$ cat config.mk
export PLATFORM = sky130hd
export DESIGN_NAME = mrw_seq
export DESIGN_NICKNAME = d
export VERILOG_FILES = /design/src/sv/mrw_pkg.sv /design/src/sv/mrw_seq.sv
export SDC_FILE = /design/constraint.sdc
export NUM_CORES = 1
export LEC_CHECK = 0
export ABC_AREA = 0
export BUFFER_PORTS_ARGS = -buffer_cell sky130_fd_sc_hd__clkbuf_2
export CAP_MARGIN = 20
export CORE_UTILIZATION = 25
export CTS_CLUSTER_DIAMETER = 200
export CTS_CLUSTER_SIZE = 14
export DETAILED_ROUTE_END_ITERATION = 6
export GPL_ROUTABILITY_DRIVEN = 0
export PLACE_DENSITY_LB_ADDON = 0.12
export RECOVER_POWER = 50
export SLEW_MARGIN = 20
export SYNTH_ARGS = -nofsm -noshare
export SYNTH_HDL_FRONTEND = slang
export SYNTH_SLANG_ARGS = --single-unit
$ cat constraint.sdc
create_clock -name clk -period 2.3 [get_ports clk]
set_input_delay 0.23 -clock clk [delete_from_list [all_inputs] [get_ports clk]]
set_output_delay 0.23 -clock clk [all_outputs]
set_load 0.05 [all_outputs]
$ cat src/sv/mrw_pkg.sv
`default_nettype none

package mrw_pkg;

  // Default grid geometry.
  localparam int GRID_WIDTH_DEF  = 33;
  localparam int GRID_HEIGHT_DEF = 25;

  // Field and register widths.
  localparam int OPCODE_W   = 2;
  localparam int VIDX_W     = 10;
  localparam int HEIGHT_W   = 14;
  localparam int STORE_W    = 16;
  localparam int WAVE_W     = 8;
  localparam int PERIOD_W   = 8;
  localparam int LIMIT_W    = 13;
  localparam int CFG_IDX_W  = 3;
  localparam int CFG_DATA_W = 14;

  // Opcodes of a request.
  localparam logic [OPCODE_W-1:0] OP_START = 2'd0;
  localparam logic [OPCODE_W-1:0] OP_STEP  = 2'd1;
  localparam logic [OPCODE_W-1:0] OP_READ  = 2'd2;

  // Configuration register indexes.
  localparam logic [CFG_IDX_W-1:0] CFG_IMP_HEIGHT = 3'd0;
  localparam logic [CFG_IDX_W-1:0] CFG_IMP_INDEX  = 3'd1;
  localparam logic [CFG_IDX_W-1:0] CFG_PERIOD     = 3'd2;
  localparam logic [CFG_IDX_W-1:0] CFG_TOTAL      = 3'd3;
  localparam logic [CFG_IDX_W-1:0] CFG_LIMIT      = 3'd4;

  // Configuration reset values.
  localparam logic signed [HEIGHT_W-1:0] IMP_HEIGHT_RST = 14'sd1024;
  localparam logic [VIDX_W-1:0]          IMP_INDEX_RST  = 10'd412;
  localparam logic [PERIOD_W-1:0]        PERIOD_RST     = 8'd8;
  localparam logic [WAVE_W-1:0]          TOTAL_RST      = 8'd7;
  localparam logic [LIMIT_W-1:0]         LIMIT_RST      = 13'd4096;

  // Drain counter end value: the last centre vertex's write-back lands in the final drain cycle.
  localparam int DRAIN_LAST = 4;

  // Centre vertex descriptor handed from the sequencer to the update unit.
  typedef struct packed {
    logic valid;
    logic c_first;
    logic c_last;
    logic r_first;
    logic r_last;
    logic imp;
  } ctr_t;

  // Sequencer status towards the top level.
  typedef struct packed {
    logic busy;
    logic fin;
    logic clr_we;
  } seq_stat_t;

endpackage

`default_nettype wire

$ cat src/sv/mrw_seq.sv
`default_nettype none

module mrw_seq import mrw_pkg::*; #(
  parameter int GRID_WIDTH  = GRID_WIDTH_DEF,
  parameter int GRID_HEIGHT = GRID_HEIGHT_DEF,
  localparam int NVERT  = GRID_WIDTH * GRID_HEIGHT,
  localparam int IDX_W  = $clog2(NVERT)
) (
  input  logic                clk,
  input  logic                rst_n,
  input  logic                acc,
  input  logic [OPCODE_W-1:0] opcode,
  input  logic                launch,
  input  logic [VIDX_W-1:0]   imp_index,
  output seq_stat_t           stat,
  output logic [IDX_W-1:0]    rd_addr,
  output logic [IDX_W-1:0]    clr_addr,
  output ctr_t                ctr,
  output logic [IDX_W-1:0]    ctr_idx
);

  localparam int CNT_W = $clog2(NVERT + GRID_WIDTH);
  localparam int COL_W = $clog2(GRID_WIDTH);
  localparam int ROW_W = $clog2(GRID_HEIGHT);
  localparam int CMP_W = (IDX_W > VIDX_W) ? IDX_W : VIDX_W;

  localparam logic [CNT_W-1:0] SWEEP_LAST = CNT_W'(NVERT + GRID_WIDTH - 1);
  localparam logic [CNT_W-1:0] CLR_LAST   = CNT_W'(NVERT - 1);
  localparam logic [CNT_W-1:0] DRN_LAST   = CNT_W'(DRAIN_LAST);
  localparam logic [CNT_W-1:0] LEAD       = CNT_W'(GRID_WIDTH);
  localparam logic [CNT_W-1:0] NV_CNT     = CNT_W'(NVERT);
  localparam logic [COL_W-1:0] COL_LAST   = COL_W'(GRID_WIDTH - 1);
  localparam logic [ROW_W-1:0] ROW_LAST   = ROW_W'(GRID_HEIGHT - 1);

  typedef enum logic [2:0] {
    S_IDLE,
    S_CLEAR,
    S_SWEEP,
    S_DRAIN,
    S_ONE
  } state_t;

  state_t           state_r;
  logic [CNT_W-1:0] cnt_r;
  logic [IDX_W-1:0] k_r;
  logic [COL_W-1:0] col_r;
  logic [ROW_W-1:0] row_r;
  logic             rpt_r;
  logic             ctr_on;

  // The centre vertex trails the read pointer by one grid row.
  assign ctr_on = (state_r == S_SWEEP) && (cnt_r >= LEAD);

  // Sequencer: clearing pass, sweep, pipeline drain and the single-state read requests.
  always_ff @(posedge clk) begin
    if (!rst_n) begin
      state_r <= S_CLEAR;
      cnt_r   <= '0;
      k_r     <= '0;
      col_r   <= '0;
      row_r   <= '0;
      rpt_r   <= 1'b0;
    end else begin
      unique case (state_r)
        S_IDLE: begin
          if (acc) begin
            cnt_r <= '0;
            k_r   <= '0;
            col_r <= '0;
            row_r <= '0;
            unique case (opcode)
              OP_START: begin
                state_r <= S_CLEAR;
                rpt_r   <= 1'b1;
              end
              OP_STEP: state_r <= S_SWEEP;
              default: state_r <= S_ONE;
            endcase
          end
        end
        S_CLEAR: begin
          if (cnt_r == CLR_LAST) begin
            state_r <= S_IDLE;
          end else begin
            cnt_r <= cnt_r + 1'b1;
          end
        end
        S_SWEEP: begin
          if (ctr_on) begin
            k_r <= k_r + 1'b1;
            if (col_r == COL_LAST) begin
              col_r <= '0;
              row_r <= row_r + 1'b1;
            end else begin
              col_r <= col_r + 1'b1;
            end
          end
          if (cnt_r == SWEEP_LAST) begin
            state_r <= S_DRAIN;
            cnt_r   <= '0;
          end else begin
            cnt_r <= cnt_r + 1'b1;
          end
        end
        S_DRAIN: begin
          if (cnt_r == DRN_LAST) begin
            state_r <= S_IDLE;
          end else begin
            cnt_r <= cnt_r + 1'b1;
          end
        end
        S_ONE: state_r <= S_IDLE;
        default: state_r <= S_IDLE;
      endcase
    end
  end

  // Status towards the top level.
  always_comb begin
    stat.busy   = (state_r != S_IDLE);
    stat.clr_we = (state_r == S_CLEAR);
    stat.fin    = ((state_r == S_DRAIN) && (cnt_r == DRN_LAST)) ||
                  ((state_r == S_CLEAR) && (cnt_r == CLR_LAST) && rpt_r) ||
                  (state_r == S_ONE);
  end

  assign clr_addr = IDX_W'(cnt_r);
  assign rd_addr  = (cnt_r < NV_CNT) ? IDX_W'(cnt_r) : '0;

  // Centre vertex descriptor with its rim flags and the launch match.
  always_comb begin
    ctr.valid   = ctr_on;
    ctr.c_first = (col_r == '0);
    ctr.c_last  = (col_r == COL_LAST);
    ctr.r_first = (row_r == '0);
    ctr.r_last  = (row_r == ROW_LAST);
    ctr.imp     = launch && (CMP_W'(k_r) == CMP_W'(imp_index));
  end

  assign ctr_idx = k_r;

endmodule

`default_nettype wire

==> results.sh <==
export IMPL_status="complete, no violations"
export IMPL_io_buffers=54
export IMPL_layout_min_cycle_time_ps=2180
export IMPL_fin_cells=433
export IMPL_cp_start_kind="register"
export IMPL_synth_top_family_by_area="simple AND/OR/NAND/NOR gates"
export IMPL_yosys_most_used_dff="dfxtp_1"
export IMPL_die_h_um=97.6
export IMPL_area_growth_pct=21.6
export IMPL_pre_cts_ws_ps=240
export IMPL_leakage_nw=0.976
export IMPL_grt_pass1_vias=2095
export IMPL_synth_seq_cells=35
export IMPL_avgViaCountPerCell=5.11
export IMPL_r2r_start="clr_addr[1]"
export IMPL_numCtsBuffers=5
export IMPL_cts_root_buffer="clkbuf_8"
export IMPL_die_w_um=97.6
export IMPL_htreeDepth=2
export IMPL_cts_hold_buf=0
export IMPL_clkSinkCount=35
export IMPL_syn_avg_cell_area_um2=8.52
export IMPL_hold_slack_ps=177
export IMPL_ys_types=54
export IMPL_core_area_um2=8760
export IMPL_crit_start="clr_addr[1]"
export IMPL_totalWireLength_mm=6.22
export IMPL_ant_nets=0
export IMPL_power_density_nw_per_um2=469
export IMPL_overflow=0
export IMPL_yosysWarnings=0
export IMPL_finalSetupTns_ps=0
export IMPL_peakVddDrop_uv=214
export IMPL_die_area_um2=9520
export IMPL_drv_cap=0
export IMPL_grt_pass1_wl_mm=10.6
export IMPL_rows=34
export IMPL_drt_iter0_drc=122
export IMPL_async_reset_ff_share_pct=0
export IMPL_endpoint_kind="output pin"
export IMPL_synthMuxAreaShare_pct=0
export IMPL_clk_latency_ps=290
export IMPL_syn_num_nets=292
export IMPL_place_inst=423
export IMPL_hpwl_mm=4.61
export IMPL_setup_viol=0
export IMPL_drive_above_1_share_pct=22.5
export IMPL_grt_max_degree=18
export IMPL_antenna_found_initial=0
export IMPL_vias=2212
export IMPL_antenna_cells=0
export IMPL_synth_top_area_share_pct=30.7
export IMPL_synth_area_um2=2280
export IMPL_fmax_mhz=459
export IMPL_worst_pin_slew_ps=599
export IMPL_drcViolationCount=0
export IMPL_layout_setup_ws_ps=119
export IMPL_min_delay_start="opcode[1]"
export IMPL_synth_simple_gate_area_share_pct=29.6
export IMPL_slew_viol_final=0
export IMPL_boundaryPins=55
export IMPL_cts_tree="yes"
export IMPL_nNetsFinal=348
export IMPL_cp_required_ps=2070
export IMPL_synthAdderAreaFrac_pct=4.38
export IMPL_clkTransAtPathRegs_ps=80
export IMPL_syn_instance_count=268
export IMPL_worstPathArrival_ps=1950
export IMPL_clock_skew_ps=5.03
export IMPL_drt_pass1_iterations=5
export IMPL_seq_area_frac_synth_pct=30.7
export IMPL_final_core_util_pct=31.7
export IMPL_cp_max_fo=5
export IMPL_synth_compound_area_share_pct=22.5
export IMPL_synth_edf_count=0
export IMPL_wl_per_cell_um=14.4
export IMPL_period_share_pct=94.8
export IMPL_grt_usage_pct=13.7
export IMPL_synth_xor_area_share_pct=5.75
export IMPL_start_util_pct=26.1
export IMPL_crit_type="reg -> out"
export IMPL_clockBufferDepth=2
export IMPL_synth_area_top_cells="dfxtp_1, xnor2_1, a21oi_1"
export IMPL_hold_path_class="in -> reg"
export IMPL_rrSetupSlack_ps=180
export IMPL_hold_viol=0
export IMPL_timing_slew_headroom_pct=60.2
export IMPL_yosys_area_top_type="dfxtp_1"
==> routing by layer <==
layer	GRT usage [%]	share of wire, %
met5	0	0
met4	4.52	1.1
met3	2.88	4.8
met2	21.2	47
met1	18.8	47
==> kinds of logic after synthesis <==
logic type / count (synthesis)
flops: 35
fa+ha+maj: 8
xor+xnor: 15
buf+inv: 29
compound gates: 73
simple gates: 108
==> area by class of cell <==
cell class              count  area (µm²)
clock buffers               5        68.8
clock inverters             3        43.8
fillers                   963        5990
inverters                  15        56.3
multi-input cells         204        1450
flip-flops and latches     35         708
well taps                 108         135
repair buffers             63         317
==> registers in the layout, indices dropped and copies added, names as in the netlist <==
register,count
clr_addr,10
col_r,6
ctr_idx,10
row_r,5
rpt_r,1
state_r,3
==> timing repair <==
item,4_1_cts,5_1_grt
resized for setup,2,15
endpoints found under the setup margin,7,14
pin swaps,1,0
buffers inserted,1,1
==> path summary, 6_finish.rpt <==
check                    end  cells past startpoint
setup / recovery  rd_addr[9]                      7
hold / removal    state_r[2]                      3
setup reg to reg    col_r[5]                      8
hold reg to reg        rpt_r                      1
==> cells in the final DEF, fill, tap and decap left out, drive strengths merged <==
master	synthesis	layout
a31o	3	3
o21a	2	2
nand2b	2	2
or2	1	1
nand4	5	5
ha	8	8
a2111oi	1	1
nor2	15	15
a21oi	25	25
and4	2	2
o31ai	12	12
dfxtp	35	35
buf	12	12
a41oi	1	1
and3	5	5
clkbuf	2	56
xnor2	15	15
and2	11	11
bufinv	0	1
nor4	3	3
a211oi	8	8
nor2b	1	1
a31oi	3	3
nor4bb	2	2
or3	2	2
inv	14	14
nand4b	2	2
nand2	13	13
a211o	1	1
a22oi	1	1
nand3	21	21
nor4b	3	3
o21ai	11	11
a21o	4	4
nor3	5	5
or4	13	13
or3b	1	1
and4b	1	1
clkinv	1	3
o41ai	1	1
==> critical path, stage by stage (launching register included) <==
cell and delay (ps):
dfxtp_1 350, inv_1 120, ha_1 230, nand2b_4 90
a211o_1 330, nand3_2 140, and2_1 130, clkbuf_2 270
==> Yosys cell counts (2+ instances only) <==
library cell and number:
a211oi_1 7, ha_1 8, o21ai_0 7, buf_6 5, and2_1 11, a31o_1 3
or3_1 2, a31oi_1 3, inv_1 14, or4_1 13, a21o_1 3, nand3_1 21
o31ai_1 12, a21oi_1 25, o21ai_1 3, nand4_1 5, buf_2 5, and3_1 4
nand2_1 13, nand4b_1 2, nor4_1 2, nor3_1 5, xnor2_1 15, dfxtp_1 35
nor4b_1 2, buf_4 2, nor2_1 14
==> where the power goes <==
group / internal, mW / switching (mW) / total, mW
sequential: 0.610 / 0.00721 / 0.617
combinational: 0.0353 / 0.0772 / 0.113
clock: 0.323 / 0.249 / 0.572
==> stage by stage <==
step	cell area, µm²	power (mW)
2_1_floorplan	2300	0.707
3_3_place_gp	2650	0.745
3_5_place_dp	2650	0.746
4_1_cts	2780	1.33
5_1_grt	2780	1.36
6_report	2780	1.30
Note: power is estimated with default switching activity, not from simulation.
