--- config.mk ---
export PLATFORM = sky130hd
export DESIGN_NAME = mrw_upd
export DESIGN_NICKNAME = d
export VERILOG_FILES = /design/src/sv/mrw_pkg.sv /design/src/sv/mrw_upd.sv
export SDC_FILE = /design/constraint.sdc
export NUM_CORES = 1
export LEC_CHECK = 0
export BUFFER_PORTS_ARGS = -buffer_cell sky130_fd_sc_hd__buf_4
export CORE_MARGIN = 2
export CORE_UTILIZATION = 55
export DETAILED_ROUTE_END_ITERATION = 16
export HOLD_SLACK_MARGIN = 0.1
export PLACE_DENSITY = 0.72
export SLEW_MARGIN = 25
export SYNTH_ARGS = -nofsm -noshare
export SYNTH_HDL_FRONTEND = slang
export SYNTH_SLANG_ARGS = --single-unit
--- constraint.sdc ---
create_clock -name clk -period 8.97 [get_ports clk]
set_input_delay 0.897 -clock clk [delete_from_list [all_inputs] [get_ports clk]]
set_output_delay 0.897 -clock clk [all_outputs]
set_load 0.05 [all_outputs]
--- src/sv/mrw_pkg.sv ---
`default_nettype none

package mrw_pkg;

  // Default grid geometry.
  localparam int GRID_WIDTH_DEF  = 33;
  localparam int GRID_HEIGHT_DEF = 25;

  // Field and register widths.
  localparam int OPCODE_W   = 2;
  localparam int VIDX_W     = 10;
  localparam int HEIGHT_W   = 14;
  localparam int STORE_W    = 16;
  localparam int WAVE_W     = 8;
  localparam int PERIOD_W   = 8;
  localparam int LIMIT_W    = 13;
  localparam int CFG_IDX_W  = 3;
  localparam int CFG_DATA_W = 14;

  // Opcodes of a request.
  localparam logic [OPCODE_W-1:0] OP_START = 2'd0;
  localparam logic [OPCODE_W-1:0] OP_STEP  = 2'd1;
  localparam logic [OPCODE_W-1:0] OP_READ  = 2'd2;

  // Configuration register indexes.
  localparam logic [CFG_IDX_W-1:0] CFG_IMP_HEIGHT = 3'd0;
  localparam logic [CFG_IDX_W-1:0] CFG_IMP_INDEX  = 3'd1;
  localparam logic [CFG_IDX_W-1:0] CFG_PERIOD     = 3'd2;
  localparam logic [CFG_IDX_W-1:0] CFG_TOTAL      = 3'd3;
  localparam logic [CFG_IDX_W-1:0] CFG_LIMIT      = 3'd4;

  // Configuration reset values.
  localparam logic signed [HEIGHT_W-1:0] IMP_HEIGHT_RST = 14'sd1024;
  localparam logic [VIDX_W-1:0]          IMP_INDEX_RST  = 10'd412;
  localparam logic [PERIOD_W-1:0]        PERIOD_RST     = 8'd8;
  localparam logic [WAVE_W-1:0]          TOTAL_RST      = 8'd7;
  localparam logic [LIMIT_W-1:0]         LIMIT_RST      = 13'd4096;

  // Drain counter end value: the last centre vertex's write-back lands in the final drain cycle.
  localparam int DRAIN_LAST = 4;

  // Centre vertex descriptor handed from the sequencer to the update unit.
  typedef struct packed {
    logic valid;
    logic c_first;
    logic c_last;
    logic r_first;
    logic r_last;
    logic imp;
  } ctr_t;

  // Sequencer status towards the top level.
  typedef struct packed {
    logic busy;
    logic fin;
    logic clr_we;
  } seq_stat_t;

endpackage

`default_nettype wire

--- src/sv/mrw_upd.sv ---
`default_nettype none

module mrw_upd import mrw_pkg::*; #(
  parameter int GRID_WIDTH  = GRID_WIDTH_DEF,
  parameter int GRID_HEIGHT = GRID_HEIGHT_DEF,
  localparam int NVERT  = GRID_WIDTH * GRID_HEIGHT,
  localparam int IDX_W  = $clog2(NVERT)
) (
  input  logic                       clk,
  input  logic                       rst_n,
  input  ctr_t                       ctr_in,
  input  logic [IDX_W-1:0]           idx_in,
  input  logic signed [STORE_W-1:0]  lead,
  input  logic signed [STORE_W-1:0]  vrd,
  input  logic signed [HEIGHT_W-1:0] imp_height,
  input  logic [LIMIT_W-1:0]         limit,
  output logic [IDX_W-1:0]           vrd_addr,
  output logic                       wr_en,
  output logic [IDX_W-1:0]           wr_addr,
  output logic signed [STORE_W-1:0]  wr_height,
  output logic signed [STORE_W-1:0]  wr_vel
);

  localparam int W    = GRID_WIDTH;
  localparam int SH_N = 2 * W + 1;

  // Descriptor delay, aligning with the height line and velocity read data.
  ctr_t             c1_r, c2_r;
  logic [IDX_W-1:0] k1_r, k2_r;

  // Snapshot line: entry 0 is the vertex one row ahead, entry W the centre.
  logic signed [STORE_W-1:0] sh_r [SH_N];

  // Stage A: masked neighbour pair sums.
  logic signed [STORE_W-1:0] nl, nr, nu, nd, h_a;
  logic                      a_valid_r, a_rim_r;
  logic [IDX_W-1:0]          a_k_r;
  logic signed [STORE_W:0]   a_s1_r, a_s2_r;
  logic signed [STORE_W-1:0] a_h_r, a_v_r;

  // Stage B: average truncated toward zero, and velocity minus height.
  logic signed [STORE_W+1:0] sum_b, rnd_b;
  logic                      b_valid_r, b_rim_r;
  logic [IDX_W-1:0]          b_k_r;
  logic signed [STORE_W-1:0] b_avg_r, b_h_r;
  logic signed [STORE_W:0]   b_d_r;

  // Stage C: new velocity, wrapped to the store width.
  logic signed [STORE_W+1:0] t_c;
  logic                      c_valid_r, c_rim_r;
  logic [IDX_W-1:0]          c_k_r;
  logic signed [STORE_W-1:0] c_v_r, c_h_r;

  // Stage D: height update, clamp and rim pinning.
  logic signed [STORE_W:0]   nh, lim, nlim, nh_cl;

  // Descriptor delay registers.
  always_ff @(posedge clk) begin
    if (!rst_n) begin
      c1_r <= '0;
      c2_r <= '0;
    end else begin
      c1_r <= ctr_in;
      c2_r <= c1_r;
    end
    k1_r <= idx_in;
    k2_r <= k1_r;
  end

  assign vrd_addr = k1_r;

  // Height line shifts every cycle; only aligned taps are ever used.
  always_ff @(posedge clk) begin
    sh_r[0] <= lead;
    for (int i = 1; i < SH_N; i++) begin
      sh_r[i] <= sh_r[i-1];
    end
  end

  // Neighbours off the grid count as zero; the launch vertex takes the impulse.
  always_comb begin
    nl  = c2_r.c_first ? '0 : sh_r[W+1];
    nr  = c2_r.c_last  ? '0 : sh_r[W-1];
    nu  = c2_r.r_first ? '0 : sh_r[2*W];
    nd  = c2_r.r_last  ? '0 : sh_r[0];
    h_a = c2_r.imp ? {{(STORE_W-HEIGHT_W){imp_height[HEIGHT_W-1]}}, imp_height} : sh_r[W];
  end

  always_ff @(posedge clk) begin
    if (!rst_n) begin
      a_valid_r <= 1'b0;
    end else begin
      a_valid_r <= c2_r.valid;
    end
    a_rim_r <= c2_r.c_first | c2_r.c_last | c2_r.r_first | c2_r.r_last;
    a_k_r   <= k2_r;
    a_s1_r  <= {nl[STORE_W-1], nl} + {nr[STORE_W-1], nr};
    a_s2_r  <= {nu[STORE_W-1], nu} + {nd[STORE_W-1], nd};
    a_h_r   <= h_a;
    a_v_r   <= vrd;
  end

  // A negative sum is biased by three before the shift to round toward zero.
  always_comb begin
    sum_b = {a_s1_r[STORE_W], a_s1_r} + {a_s2_r[STORE_W], a_s2_r};
    rnd_b = sum_b + (sum_b[STORE_W+1] ? (STORE_W+2)'(3) : '0);
  end

  always_ff @(posedge clk) begin
    if (!rst_n) begin
      b_valid_r <= 1'b0;
    end else begin
      b_valid_r <= a_valid_r;
    end
    b_rim_r <= a_rim_r;
    b_k_r   <= a_k_r;
    b_avg_r <= rnd_b[STORE_W+1:2];
    b_d_r   <= {a_v_r[STORE_W-1], a_v_r} - {a_h_r[STORE_W-1], a_h_r};
    b_h_r   <= a_h_r;
  end

  assign t_c = {{2{b_avg_r[STORE_W-1]}}, b_avg_r} + {b_d_r[STORE_W], b_d_r};

  always_ff @(posedge clk) begin
    if (!rst_n) begin
      c_valid_r <= 1'b0;
    end else begin
      c_valid_r <= b_valid_r;
    end
    c_rim_r <= b_rim_r;
    c_k_r   <= b_k_r;
    c_v_r   <= t_c[STORE_W-1:0];
    c_h_r   <= b_h_r;
  end

  // Clamp to the symmetric limit, then pin the rim to zero.
  always_comb begin
    nh   = {c_h_r[STORE_W-1], c_h_r} + {c_v_r[STORE_W-1], c_v_r};
    lim  = {{(STORE_W+1-LIMIT_W){1'b0}}, limit};
    nlim = -lim;
    priority if (c_rim_r) begin
      nh_cl = '0;
    end else if (nh > lim) begin
      nh_cl = lim;
    end else if (nh < nlim) begin
      nh_cl = nlim;
    end else begin
      nh_cl = nh;
    end
  end

  assign wr_en     = c_valid_r;
  assign wr_addr   = c_k_r;
  assign wr_height = nh_cl[STORE_W-1:0];
  assign wr_vel    = c_v_r;

endmodule

`default_nettype wire

==> impl_metrics.json, run 1 <==
{
  "finalHoldViolations": 0,
  "place_ws_ns": 2.57,
  "via_count": 15796,
  "synth_cell_type_count": 69,
  "final.period_utilization_pct": 75.6,
  "clock.fmax_mhz": 148,
  "vias_per_cell": 4.77,
  "stdcell_count": 3315,
  "numCtsBuffers": 110,
  "dieArea_um2": 60900,
  "worstMarginPinSlew_ns": 0.912,
  "worst_setup_path_end_kind": "primary output",
  "synth-main-ff-cell": "dfxtp_1",
  "drt_pass1_iterations": 7,
  "port_buffers": 129,
  "fin_area_um2": 38200,
  "clk_pin_slew_worst_paths_ns": 0.06,
  "place_congestion": 0.941,
  "grt_max_degree": 20,
  "path_class": "reg2out",
  "maxCapViolCount": 0,
  "tritoncts": "yes",
  "globalRouteTotalUtil_pct": 17.0,
  "grt_overflow": 0,
  "setup_viol": 0,
  "regArea_um2": 25700,
  "area_growth_pct": 18.0,
  "finalSetupTns_ns": 0,
  "clock_path_buffers": 3,
  "hp-class": "reg2reg",
  "place_area_um2": 34200,
  "async_flop_share_pct": 0,
  "ys_seq_area_share_pct": 79.4,
  "syn-num-nets": 2437,
  "cts_setup_buffers": 0,
  "vdd_ir_drop_max_mv": 0.490,
  "dpl.hpwl_mm": 32.0,
  "worstPathArrival_ns": 5.88,
  "synthTopCellsByCount": "dfxtp_1, ha_1, inv_1",
  "clkSinkCount": 1286,
  "cp_data_required_time_ns": 8.07,
  "whs_ns": 0.313,
  "drc": 0,
  "synthesis.area_um2": 32400,
  "antenna_found_initial": 4,
  "grt_pass1_vias": 16393,
  "cts_hold_buf": 0,
  "finalClockSkew_ns": 0.0192,
  "synth_warnings": 0,
  "syn_inst": 2229,
  "maxSlewViolCount": 0,
  "post_drt_wl_per_cell_um": 15.2,
  "multi_input_area_um2": 6280,
  "rows": 88,
  "fin_util_pct": 65.9,
  "post_cts_resized": 0,
  "outcome": "complete, no violations",
  "htree_levels": 3,
  "drt_iter0_markers": 645,
  "cp_max_fo": 19,
  "clock_latency_ns": 0.66,
  "yosys-top-cells-area": "dfxtp_1, ha_1, xnor2_1, nor2b_1, a21oi_1",
  "p_per_area_nw_per_um2": 357,
  "root_buffer": "clkbuf_16",
  "rsz0062_at_grt": "false",
  "crit_path_start_kind": "flip-flop",
  "ios": 130,
  "max_slew_margin_pct": 37.6,
  "die_y_um": 247,
  "leakagePower_nw": 16.4,
  "start_util_pct": 55.8,
  "chipWidth_um": 247,
  "core_area_um2": 58000,
  "synth-seq-cells": 1286,
  "postLayoutSetupSlackWorst_ns": 2.19,
  "syn_area_per_cell_um2": 14.5,
  "period_needed_ns": 6.78,
  "synth_most_common_cell": "dfxtp_1",
  "num-nets-final": 2660,
  "drt_wl_total_mm": 50.5,
  "total_power_mw": 13.7,
  "synth_top_area_cell": "dfxtp_1",
  "ant_nets": 0,
  "synth_edf_count": 0,
  "drive_gt1_share_pct": 13.7,
  "fill_cells": 3987,
  "synth_top_area_share_pct": 79.4,
  "place_inst": 3105,
  "grt_pass1_wl_mm": 82.0
}
registers in the layout, summed over array words and instances, names as in the netlist, 10 cells and up:
signal	cells
a_v_r	16
wr_vel	16
k2_r	10
b_d_r	16
a_s1_r	17
a_h_r	16
b_k_r	10
wr_addr	10
a_k_r	10
vrd_addr	10
b_h_r	16
c_h_r	16
a_s2_r	17
sh_r	1072
b_avg_r	16
worst paths after layout:
check | from | endpoint | slack, ns | cells after the start
worst max-delay path | wr_vel[0]$_DFF_P_ | wr_height[1] | 2.19 | 19
worst min-delay path | sh_r[21][13]$_DFF_P_ | sh_r[22][13]$_DFF_P_ | 0.31 | 0
worst max register to register | a_s2_r[3]$_DFF_P_ | b_avg_r[15]$_DFF_P_ | 4.25 | 15
worst min register to register | sh_r[21][13]$_DFF_P_ | sh_r[22][13]$_DFF_P_ | 0.31 | 0
layer usage:
layer	up-vias	part of all wire (%)	GRT usage (%)
met5	-	0.026	0
met4	2	2.9	7.32
met3	116	4.7	3.28
met2	371	47	28.7
met1	7411	45	21.4
li1	7896	-	-
layout by cell type (no fill, tap or decap), types with 5 or more instances in the layout:
cell type	count
a41oi_1	6
and3_1	11
clkbuf_1	18
nor2b_1	76
clkbuf_16	113
or3_1	16
xnor2_1	67
xor2_1	22
clkinvlp_4	6
nor2_1	71
mux2_2	13
o21bai_1	7
nor3_1	34
inv_6	7
buf_4	129
o21a_1	9
o2111ai_1	6
nand4_1	10
fa_1	6
inv_1	77
a2111oi_0	5
bufinv_16	18
nand3_1	24
a31oi_1	9
dfxtp_1	1286
a21oi_1	63
a21o_1	17
o32ai_1	11
clkinv_2	23
and2_1	28
o21ai_0	55
a211oi_1	21
ha_1	125
nand2_1	54
o31ai_1	5
a21boi_0	5
nand2b_1	11
clkbuf_8	14
kinds of logic (layout without fill, tap and decap cells):
| group | Yosys count | count (layout) | synth area share, % |
|---|---|---|---|
| buffers and inverters | 95 | 413 | 1.16 |
| muxes | 16 | 16 | 0.544 |
| xor gates and xnor gates | 89 | 89 | 2.41 |
| and+or+nand+nor | 358 | 358 | 5.92 |
| adders and majority gates | 131 | 131 | 5.20 |
| other | 0 | 3 | 0 |
| AOI/OAI and AO/OA | 254 | 254 | 5.32 |
| DFF | 1286 | 1286 | 79.4 |
final cells by class:
type / instances / share of cell area, %
diodes: 3 / 0.0196
clock inverters: 62 / 2.33
well taps: 765 / 2.50
multi-input cells: 848 / 16.4
repair buffers: 129 / 2.53
inverters: 77 / 0.756
flip-flops and latches: 1286 / 67.3
clock buffers: 145 / 8.08
critical path: stages (launching register included):
cell and delay, ns:
dfxtp_1 0.32, ha_1 0.25, fa_1 0.44, a211oi_1 0.36, o21a_1 0.25, o21a_1 0.25
nand2_1 0.10, a31oi_1 0.21, xnor2_1 0.14, ha_1 0.33, a21oi_1 0.07, o21ai_0 0.42
nor2_1 0.11, a31oi_1 0.35, o31ai_2 0.18, a211oi_4 0.70, nor2_1 0.08, a211oi_1 0.32
a211oi_1 0.09, buf_4 0.22
power by group:
part           total, mW  switching (mW)  internal, mW
combinational       2.44            1.52         0.918
sequential          6.21           0.142          6.07
clock               5.02            2.04          2.97
(Power assumes the default switching activity.)
==> run 2, diff against run 1 <==
- CORE_UTILIZATION: 55 -> 53
- PLACE_DENSITY: 0.72 -> 0.73
- clock period: 8.97 -> 6.12 ns (I/O delays scaled with it)
==> run 2 against run 1 <==
Effect of this change:
- setup slack worse by 1.9 ns
- critical endpoint is now wr_height[0]
- final cell count increased by 1.6%
- via count shrank 0.71%
- power is 44% higher
- critical path type unchanged
- flip-flop and latch count stayed put
==> impl_metrics.json, run 2 (synthesized netlist as in run 1, its figures left out) <==
{
  "outcome": "complete, no violations",
  "finalHoldViolations": 0,
  "core_area_um2": 60400,
  "maxSlewViolCount": 0,
  "period_needed_ns": 5.80,
  "port_buffers": 129,
  "htree_levels": 3,
  "grt_overflow": 0,
  "place_congestion": 0.824,
  "num-nets-final": 2707,
  "numCtsBuffers": 109,
  "total_power_mw": 19.7,
  "grt_pass1_wl_mm": 82.2,
  "mostFrequentLayoutCells": "dfxtp_1, buf_4, ha_1",
  "worstMarginPinSlew_ns": 0.880,
  "regArea_um2": 25700,
  "hp-class": "in2reg",
  "start_util_pct": 53.7,
  "cp_max_fo": 11,
  "maxCapViolCount": 0,
  "finalClockSkew_ns": 0.0215,
  "setup_viol": 0,
  "leakagePower_nw": 16.5,
  "clk_pin_slew_worst_paths_ns": 0.06,
  "rsz0062_at_grt": "false",
  "p_per_area_nw_per_um2": 513,
  "vdd_ir_drop_max_mv": 0.281,
  "cp_data_required_time_ns": 5.51,
  "worstPathArrival_ns": 5.19,
  "dpl.hpwl_mm": 32.8,
  "ant_nets": 0,
  "die_y_um": 251,
  "path_class": "reg2out",
  "grt_pass1_vias": 16254,
  "root_buffer": "clkbuf_16",
  "clock_latency_ns": 0.65,
  "ios": 130,
  "dieArea_um2": 63100,
  "grt_max_degree": 20,
  "final.period_utilization_pct": 94.8,
  "largest_reg_flops": 1072,
  "top_regs": "sh_r: 1072 flops, a_s1_r: 17 flops, a_s2_r: 17 flops",
  "chipWidth_um": 251,
  "antenna_found_initial": 4,
  "finalSetupTns_ns": 0,
  "clock_path_buffers": 3,
  "area_growth_pct": 18.7,
  "post_drt_wl_per_cell_um": 15.2,
  "multi_input_area_um2": 6320,
  "rows": 90,
  "drt_pass1_iterations": 5,
  "via_count": 15684,
  "layout_commonest_cell": "dfxtp_1",
  "top_register": "sh_r",
  "drt_iter0_markers": 644,
  "clkSinkCount": 1286,
  "max_slew_margin_pct": 41.3,
  "clock.fmax_mhz": 172,
  "crit_path_start_kind": "flip-flop",
  "drc": 0,
  "worst_setup_path_end_kind": "primary output",
  "drt_wl_total_mm": 51.1,
  "tritoncts": "yes",
  "globalRouteTotalUtil_pct": 16.5,
  "fill_cells": 4257,
  "vias_per_cell": 4.66,
  "drive_gt1_share_pct": 13.6
}
[run 2: cell types whose count changed in the layout (fill, tap and decap cells not counted), sizes merged]
cell         delta
buf             +6
dlygate4sd3    +42
clkinvlp        +2
clkinv          -7
bufinv         -10
diode           +1
inv             -6
clkbuf          +9
[run 2: per-layer routing]
layer / vias up / GRT usage [%] / share of wire [%] / wire (µm)
met3: 85 / 2.88 / 3.8 / 1920
li1: 7957 / - / - / -
met4: 0 / 7.04 / 2.8 / 1420
met2: 277 / 27.7 / 47 / 23900
met5: - / 0 / 0 / 0
met1: 7365 / 21.1 / 47 / 23800
[run 2: timing repair]
item | CTS | global route
endpoints found under the hold margin | 42 | 0
buffers inserted | 0 | 1
setup endpoints to repair | 16 | 16
pin swaps | 1 | 2
hold buffers | 42 | 0
cloned | 0 | 0
gates resized for setup | 4 | 6
[run 2: layout make-up]
cell class	instances	share of cell area (%)
Sequential cell	1286	66.9
Multi-Input combinational cell	848	16.4
Clock buffer	154	8.26
Timing Repair Buffer	177	3.74
Tap cell	782	2.54
Clock inverter	41	1.33
Inverter	77	0.751
Antenna cell	4	0.0260
[run 2: critical path, cell delays in order (launching register included)]
cell and delay (ns):
dfxtp_1 0.31, ha_1 0.24, fa_2 0.38, a211oi_2 0.24, nor2_1 0.10, o21a_1 0.19
nor4_1 0.17, a21oi_1 0.12, and3_1 0.20, o31a_1 0.30, ha_1 0.32, nand4_1 0.09
nor3_1 0.19, o31ai_1 0.15, a31oi_2 0.22, o31ai_2 0.15, a211o_4 0.41, or3_1 0.34
a21oi_1 0.16, buf_4 0.23
[run 2: worst paths after layout]
path	endpoint	depth (start not counted)	from	slack, ns
max	wr_height[0]	19	wr_vel[0]$_DFF_P_	0.32
min	c1_r[5]$_SDFF_PN0_	2	ctr_in[5]	0.18
max reg2reg	b_avg_r[15]$_DFF_P_	15	a_s1_r[3]$_DFF_P_	1.46
min reg2reg	sh_r[62][9]$_DFF_P_	0	sh_r[61][9]$_DFF_P_	0.31
[run 2: power by group]
group          switching [mW]  internal, mW  total, mW  leakage [nW]
combinational            2.31          1.45       3.75          3.94
clock                    2.90          3.97       6.87          1.80
sequential              0.198          8.89       9.09          10.8
total                    5.41          14.3       19.7          16.5
[run 2: stage by stage]
stage | std cells | util (%) | instance area, µm² | setup slack (ns) | hold slack (ns)
5_1_grt | 3365 | 63.7 | 38500 | 0.0103 | 0.151
2_1_floorplan | 2229 | - | 32400 | 0.251 | 0.310
4_1_cts | 3364 | 63.7 | 38400 | 0.0150 | 0.124
3_3_place_gp | 3127 | 56.8 | 34300 | 0.505 | 0.310
6_report | 3369 | 63.7 | 38500 | 0.316 | 0.175
3_5_place_dp | 3127 | 56.8 | 34300 | 0.408 | 0.312
==> run 3, diff against run 2 <==
- CORE_UTILIZATION: 53 -> 31
- PLACE_DENSITY: 0.73 -> not set
==> run 3 against run 2 <==
Effect of this change:
- first-iteration DRC count up 1.9%
- clock skew up 0.015 ns
- fmax down 0.36%
- via count down 0.41%
- clock-buffer cell count up 8
- final cell count up 19%
- die area up 70%
- core utilization down 25 points
- clock power up 11%
- global-route usage down 7.2 points
==> impl_metrics.json, run 3 (synthesized netlist as in run 1, its figures left out) <==
{
  "vias_per_cell": 3.89,
  "drt_pass1_iterations": 5,
  "largest_reg_flops": 1072,
  "ios": 130,
  "combPwrFrac_pct": 19.2,
  "slowest_stage": "fa_2",
  "grt_overflow": 0,
  "whs_ns": 0.171,
  "crit_end": "wr_height[3]",
  "layout_commonest_cell": "dfxtp_1",
  "drc": 0,
  "vdd_ir_drop_max_mv": 0.344,
  "swShare_pct": 27.5,
  "root_buffer": "clkbuf_16",
  "cpPeakStageDelay_ns": 0.38,
  "globalRouteTotalUtil_pct": 9.31,
  "worstPathArrival_ns": 5.21,
  "maxCapViolCount": 0,
  "fin_area_um2": 39900,
  "fill_cells": 9756,
  "top_regs": "sh_r: 1072 flops, a_s1_r: 17 flops, a_s2_r: 17 flops",
  "place_area_um2": 35000,
  "finalClockSkew_ns": 0.0360,
  "post_drt_wl_per_cell_um": 12.6,
  "core_area_um2": 104000,
  "clock.fmax_mhz": 172,
  "setup_viol": 0,
  "path_common_cell": "buf_4",
  "area_growth_pct": 23.2,
  "p_per_area_nw_per_um2": 517,
  "drt_iter0_markers": 656,
  "reg2reg_from": "a_s1_r[3]$_DFF_P_",
  "drt_wl_total_mm": 50.4,
  "tritoncts": "yes",
  "grt_pass1_wl_mm": 78.6,
  "power_frac_seq_pct": 44.0,
  "dpl.hpwl_mm": 33.3,
  "finalHoldViolations": 0,
  "die_y_um": 327,
  "outcome": "complete, no violations",
  "chipWidth_um": 327,
  "worst_setup_path_end_kind": "primary output",
  "grt_max_degree": 20,
  "place_congestion": 0.807,
  "top_register": "sh_r",
  "rows": 118,
  "worstMarginPinSlew_ns": 0.935,
  "leakagePower_nw": 16.8,
  "dieArea_um2": 107000,
  "hp-class": "in2reg",
  "path_class": "reg2out",
  "fin_util_pct": 38.5,
  "r2r_setup_slack_ns": 1.53,
  "mostFrequentLayoutCells": "dfxtp_1, buf_4, ha_1",
  "ant_nets": 0,
  "max_slew_margin_pct": 37.6,
  "pwr-share-clk_pct": 36.8,
  "cp_data_required_time_ns": 5.51,
  "drive_gt1_share_pct": 14.9,
  "clk_pin_slew_worst_paths_ns": 0.06,
  "port_buffers": 129,
  "clock_latency_ns": 0.69,
  "grt_pass1_vias": 15054,
  "startpoint": "wr_vel[0]$_DFF_P_",
  "worstRegToRegCells": 15,
  "cp_max_fo": 9,
  "numCtsBuffers": 118,
  "p_int_mw": 15.0,
  "timing.rr.end": "b_avg_r[15]$_DFF_P_",
  "start_util_pct": 31.3,
  "path_cells": "ha_1, fa_2, a211oi_2, nor2_1, o21a_1, nor4_1, a21oi_1, and3_1, o31a_1, ha_1, o21a_1, a211oi_2, a31oi_2, buf_4, nor2_4, a211oi_4, buf_6, buf_4, nor3_1, a21oi_1, o32ai_1, buf_4",
  "via_count": 15620,
  "power.switching_mw": 5.68,
  "clock_path_buffers": 3,
  "antenna_found_initial": 4,
  "htree_levels": 3,
  "clkSinkCount": 1286,
  "crit_path_start_kind": "flip-flop",
  "period_needed_ns": 5.82,
  "postLayoutSetupSlackWorst_ns": 0.295,
  "maxSlewViolCount": 0,
  "place_ws_ns": 0.502,
  "final.period_utilization_pct": 95.2,
  "num-nets-final": 2731
}
## run 3: cell types whose count changed in the layout (fill, tap and decap cells not counted), moves of 3 or more
cell	previous run	this run
clkinvlp_4	8	14
buf_4	134	141
bufinv_16	8	14
diode_2	4	9
clkinv_4	3	6
clkbuf_16	111	118
dlygate4sd3_1	42	48
## run 3: stage by stage
step	instances	setup TNS, ns	power, mW
after floorplan	2229	0	11.9
after global placement	3725	0	12.9
after detailed placement	3725	0	12.9
after CTS	3995	0	20.7
after global routing	4004	-0.0436	21.7
final	4013	0	20.6
## run 3: power by group through the flow
stage / Sequential, mW / Clock (mW) / Combinational [mW]
6_report: 9.08 / 7.60 / 3.97
2_1_floorplan: 9.41 / 0 / 2.52
3_3_place_gp: 9.26 / 0 / 3.65
3_5_place_dp: 9.27 / 0 / 3.65
4_1_cts: 9.09 / 7.87 / 3.72
5_1_grt: 9.13 / 8.21 / 4.35
## run 3: worst min-delay path by stage
stage / from / to / slack (ns) / depth (start not counted)
6_report: imp_height[7] / a_h_r[7]$_DFF_P_ / 0.17 / 2
5_1_grt: imp_height[6] / a_h_r[6]$_DFF_P_ / 0.14 / 2
4_1_cts: imp_height[6] / a_h_r[6]$_DFF_P_ / 0.12 / 2
3_5_place_dp: sh_r[56][9]$_DFF_P_ / sh_r[57][9]$_DFF_P_ / 0.31 / 0
3_3_place_gp: sh_r[18][3]$_DFF_P_ / sh_r[19][3]$_DFF_P_ / 0.31 / 0
2_1_floorplan: k2_r[0]$_DFF_P_ / a_k_r[0]$_DFF_P_ / 0.31 / 0
## run 3: critical path: cells and delay by family (launching register included)
kind | cells | cell delay (ns)
simple gates | 5 | 0.77
compound gates | 10 | 1.73
flops | 1 | 0.32
buf+inv | 4 | 0.77
fa+ha+maj | 3 | 0.96
## run 3: routing by layer
layer | GRT usage (%) | vias to the layer above | share of wire (%)
met5 | 0 | - | 0.054
met4 | 3.53 | 4 | 2.7
met2 | 14.4 | 263 | 43
li1 | - | 8043 | -
met3 | 2.40 | 112 | 4.8
met1 | 12.5 | 7198 | 49
## run 3: cell type report
cell class / count / area, µm² / area share (%)
Clock inverter: 59 / 845 / 2.11
Tap cell: 1380 / 1730 / 4.32
Clock buffer: 162 / 3380 / 8.46
Antenna cell: 9 / 22.5 / 0.0564
Multi-Input combinational cell: 849 / 6370 / 16.0
Sequential cell: 1286 / 25700 / 64.5
Timing Repair Buffer: 191 / 1560 / 3.90
Inverter: 77 / 289 / 0.724
## run 3: what timing repair did
| item | in CTS | in global routing |
|---|---|---|
| pin swaps | 1 | 3 |
| gates cloned | 0 | 2 |
| endpoints found under the setup margin | 15 | 16 |
| hold endpoints to repair | 48 | 0 |
| hold buffers | 48 | 0 |
| gates resized for setup | 5 | 14 |
| buffers inserted | 1 | 7 |
